<file path="config.mk">
export PLATFORM = sky130hd
export DESIGN_NAME = pacr_regs
export DESIGN_NICKNAME = d
export VERILOG_FILES = /design/src/rtl/core/pacr_pkg.sv /design/src/rtl/core/pacr_regs.sv
export SDC_FILE = /design/constraint.sdc
export NUM_CORES = 1
export LEC_CHECK = 0
export ABC_AREA = 1
export BUFFER_PORTS_ARGS = -buffer_cell sky130_fd_sc_hd__buf_2
export CAP_MARGIN = 10
export CORE_MARGIN = 2
export CORE_UTILIZATION = 41
export DETAILED_ROUTE_END_ITERATION = 6
export PLACE_DENSITY = 0.8
export SLEW_MARGIN = 20
export SYNTH_ARGS = -nofsm -noshare
export SYNTH_HDL_FRONTEND = slang
export SYNTH_SLANG_ARGS = --single-unit
</file>
<file path="constraint.sdc">
create_clock -name clk_i -period 1.1 [get_ports clk_i]
set_input_delay 0.22 -clock clk_i [delete_from_list [all_inputs] [get_ports clk_i]]
set_output_delay 0.22 -clock clk_i [all_outputs]
set_load 0.01 [all_outputs]
</file>
<file path="src/rtl/core/pacr_pkg.sv">
// ----------------------------------------------------------------------------
// pacr_pkg: shared types and constants
// Sequencer states, phase and mode codes, register map and configuration.
// ----------------------------------------------------------------------------
package pacr_pkg;

  localparam int SET_FIELD_W  = 11;
  localparam int WAY_FIELD_W  = 4;
  localparam int ADDR_W       = 48;
  localparam int APB_AW       = 4;
  localparam int APB_DW       = 32;
  localparam int REUSE_W      = 3;

  typedef enum logic [1:0] {
    PH_UNKNOWN = 2'd0,
    PH_STREAM  = 2'd1,
    PH_IRREG   = 2'd2
  } phase_e;

  typedef enum logic {
    MODE_VICTIM = 1'b0,
    MODE_UPDATE = 1'b1
  } mode_e;

  typedef enum logic [1:0] {
    REG_STREAM_THR = 2'd0,
    REG_IRREG_THR  = 2'd1,
    REG_REUSE_LIM  = 2'd2,
    REG_SP_DIST    = 2'd3
  } reg_idx_e;

  typedef enum logic [3:0] {
    ST_CLEAR,
    ST_IDLE,
    ST_MOD,
    ST_RD,
    ST_LOAD,
    ST_SCAN,
    ST_DECIDE,
    ST_HRD,
    ST_HSUB,
    ST_HABS,
    ST_HCMP,
    ST_UPD
  } state_e;

  typedef struct packed {
    logic [4:0]         stream_thr;
    logic [4:0]         irreg_thr;
    logic [REUSE_W-1:0] reuse_lim;
    logic [11:0]        sp_dist;
  } cfg_t;

endpackage

</file>
<file path="src/rtl/core/pacr_regs.sv">
// ----------------------------------------------------------------------------
// pacr_regs: configuration registers
// APB-style write/read port holding the policy thresholds.
// ----------------------------------------------------------------------------
module pacr_regs
  import pacr_pkg::*;
(
  input  logic              clk_i,
  input  logic              rst_ni,
  input  logic              psel,
  input  logic              penable,
  input  logic              pwrite,
  input  logic [APB_AW-1:0] paddr,
  input  logic [APB_DW-1:0] pwdata,
  output logic [APB_DW-1:0] prdata,
  output logic              pready,
  output cfg_t              cfg_o
);

  cfg_t     cfg_q, cfg_d;
  reg_idx_e idx;
  logic     wr_en;

  assign idx    = reg_idx_e'(paddr[3:2]);
  assign wr_en  = psel && penable && pwrite;
  assign pready = 1'b1;
  assign cfg_o  = cfg_q;

  always_comb begin
    cfg_d = cfg_q;
    if (wr_en) begin
      unique case (idx)
        REG_STREAM_THR: cfg_d.stream_thr = pwdata[4:0];
        REG_IRREG_THR:  cfg_d.irreg_thr  = pwdata[4:0];
        REG_REUSE_LIM:  cfg_d.reuse_lim  = pwdata[REUSE_W-1:0];
        REG_SP_DIST:    cfg_d.sp_dist    = pwdata[11:0];
        default:        cfg_d = cfg_q;
      endcase
    end
  end

  always_comb begin
    unique case (idx)
      REG_STREAM_THR: prdata = APB_DW'(cfg_q.stream_thr);
      REG_IRREG_THR:  prdata = APB_DW'(cfg_q.irreg_thr);
      REG_REUSE_LIM:  prdata = APB_DW'(cfg_q.reuse_lim);
      REG_SP_DIST:    prdata = APB_DW'(cfg_q.sp_dist);
      default:        prdata = '0;
    endcase
  end

  always_ff @(posedge clk_i or negedge rst_ni) begin
    if (!rst_ni) begin
      cfg_q.stream_thr <= 5'd6;
      cfg_q.irreg_thr  <= 5'd3;
      cfg_q.reuse_lim  <= 3'd7;
      cfg_q.sp_dist    <= 12'd128;
    end else begin
      cfg_q <= cfg_d;
    end
  end

endmodule

</file>
==> flow_metrics.py <==
metrics = {
    "run_status": {
        "status": "complete, but fails checks",
        "violations": "setup timing",
    },
    "min_path": {
        "hold_path.class": "input pin to register",
        "worstHoldPathCells": 3,
    },
    "placement": {
        "pre_cts_ws_ns": -0.0308,
        "place.gp.congestion": 0.858,
        "dpl.hpwl_mm": 2.40,
        "numPortBuffers": 55,
    },
    "timing": {
        "fin_worst_skew_ns": 0,
        "fmax_mhz": 689,
        "drv_slew": 0,
        "rsz0062_at_grt": "true",
        "post-route-period-util": 1.32,
        "finalSetupTns_ns": -3.98,
        "whs_ns": 0.0767,
        "finalSetupViolCount": 35,
        "setup_slack_ns": -0.351,
        "final-hold-violation-count": 0,
        "period_minus_slack_ns": 1.45,
        "worst_pin_slew_ns": 0.549,
        "relSlewSlack": 0.634,
    },
    "cells_and_area": {
        "multiInputGateArea_um2": 596,
        "antenna_cells": 0,
        "largest_reg_flops": 25,
        "areaGrowthSynthToFinish_pct": 36.4,
        "utilization": 0.575,
        "seq_area_um2": 636,
        "fin_nets": 303,
        "fillers": 322,
        "layout-drive-gt1-share": 0.383,
    },
    "synth": {
        "yosysWarnings": 0,
        "synth_edf_count": 0,
        "synth.lib_cells_used.distinct": 15,
        "synth_seq_area_share": 0.456,
        "synth-main-ff-cell": "dfrtp_1",
        "ys_ff_latch": 25,
        "syn-cell-area_um2": 1400,
        "avgSynthCellArea_um2": 7.50,
        "synthArstFlopShare": 1.00,
        "syn_inst": 186,
    },
    "worst_setup_path": {
        "r2r_cells": 5,
        "crit_type": "register to primary output",
        "start_kind": "register",
        "critPathArrivalTime_ns": 1.23,
        "path_max_fanout": 2,
        "end_kind": "primary output",
        "crit_required_ns": 0.88,
    },
    "die": {
        "dieArea_um2": 3890,
        "die_w_um": 62.3,
        "die_y_um": 62.3,
        "rows": 21,
        "core_area_um2": 3310,
        "start_util": 0.421,
        "ios": 99,
    },
    "run": {
        "drv_cap": 0,
    },
    "grt": {
        "grt_max_degree": 26,
        "gr-total-overflow": 0,
        "antenna_found_initial": 0,
        "grt_pass1_vias": 1209,
        "grt_pass1_wl_mm": 5.53,
        "grtUsageTotal": 0.180,
    },
    "pwr": {
        "p_total_w": 0.00285,
        "power_density_nw_per_um2": 1490,
        "power.leakage_nw": 1.11,
        "ir_drop_mv": 0.688,
    },
    "drt": {
        "wl_met2_mm": 1.87,
        "maxUsedRoutingLayer": "met4",
        "drt_first_pass_iters": 4,
        "wl_per_cell_um": 11.5,
        "viasPerCell": 4.33,
        "drc": 0,
        "routed-wl-met3_um": 212,
        "drt_iter0_markers": 22,
        "ant_nets": 0,
        "wl_met1_mm": 1.41,
        "vias": 1330,
        "finalWirelength_mm": 3.54,
    },
    "clock_network": {
        "insertion_delay_ns": 0.32,
        "cts_tree": "built",
        "h-tree-depth": 1,
        "clockBufferDepth": 2,
        "cts_sinks": 25,
        "cts_buffers": 3,
        "path_clk_slew_ns": 0.13,
        "root_buffer": "clkbuf_4",
    },
}
[worst max-delay path, stage by stage (launching register included)]
cell	delay (ns)
dfstp_2	0.58
nand3_2	0.07
nand4_1	0.12
buf_2	0.14
[cell families after synthesis]
| logic type | Yosys count | synth area share |
|---|---|---|
| AND/OR/NAND/NOR | 121 | 0.361 |
| buffers and inverters | 38 | 0.178 |
| flip-flops | 25 | 0.456 |
| other | 2 | 0.00538 |
[cell usage in the layout, fill, tap and decap left out]
cell type,instances
nand3_1,10
inv_2,3
nor2_1,7
nand2_2,1
nor2_2,5
buf_6,19
nand2_4,1
nand3_2,2
clkbuf_1,1
dlygate4sd3_1,1
nand4_1,3
nand2_1,91
buf_2,45
dfstp_2,8
nor2_4,1
conb_1,21
buf_4,12
dfrtp_1,17
inv_1,10
clkbuf_4,3
[through the flow]
stage	std cells	instance area, um^2
finish	307	1900
global route	307	1900
CTS	300	1830
detailed placement	286	1640
global placement	286	1640
floorplan	205	1470
[routing by layer]
| metal | vias up | global-route usage |
|---|---|---|
| met5 | - | 0 |
| met4 | 0 | 0.0806 |
| met3 | 6 | 0.0254 |
| met2 | 57 | 0.311 |
| met1 | 598 | 0.225 |
| li1 | 669 | - |
[final cells by class]
type / count / area share
flip-flops and latches: 25 / 0.334
multi-input cells: 142 / 0.313
repair buffers: 77 / 0.283
well taps: 46 / 0.0302
inverters: 13 / 0.0256
clock buffers: 4 / 0.0138
[power by group]
part           internal (W)  switching, W
combinational      0.000581      0.000534
sequential          0.00115      0.000158
clock              0.000142      0.000277
[cell usage after synthesis, types with 2 or more instances]
cell / count / share of area
buf_4: 22 / 0.12
buf_6: 3 / 0.024
conb_1: 2 / 0.0054
dfrtp_1: 17 / 0.30
dfstp_2: 8 / 0.15
inv_1: 11 / 0.030
inv_2: 2 / 0.0054
nand2_1: 91 / 0.24
nand3_1: 12 / 0.043
nand4_1: 3 / 0.013
nor2_1: 8 / 0.022
nor2_2: 4 / 0.018
[timing repair]
action / in CTS / in global routing
gates resized for setup: 16 / 8
pin swaps: 16 / 3
endpoints found under the hold margin: 17 / 0
endpoints found under the setup margin: 35 / 37
hold buffers: 1 / 0
buffers inserted: 9 / 8
[path summary, 6_finish.rpt]
check                          start         to  slack (ns)
max                        cfg_o[15]  prdata[0]       -0.35
min                        pwdata[7]   cfg_o[7]        0.08
max reg2reg                cfg_o[22]  cfg_o[22]        0.11
min reg2reg                cfg_o[14]  cfg_o[14]        0.50
max in group asynchronous     rst_ni   cfg_o[7]        0.33
min in group asynchronous     rst_ni   cfg_o[2]        0.39
(Power assumes the default switching activity.)
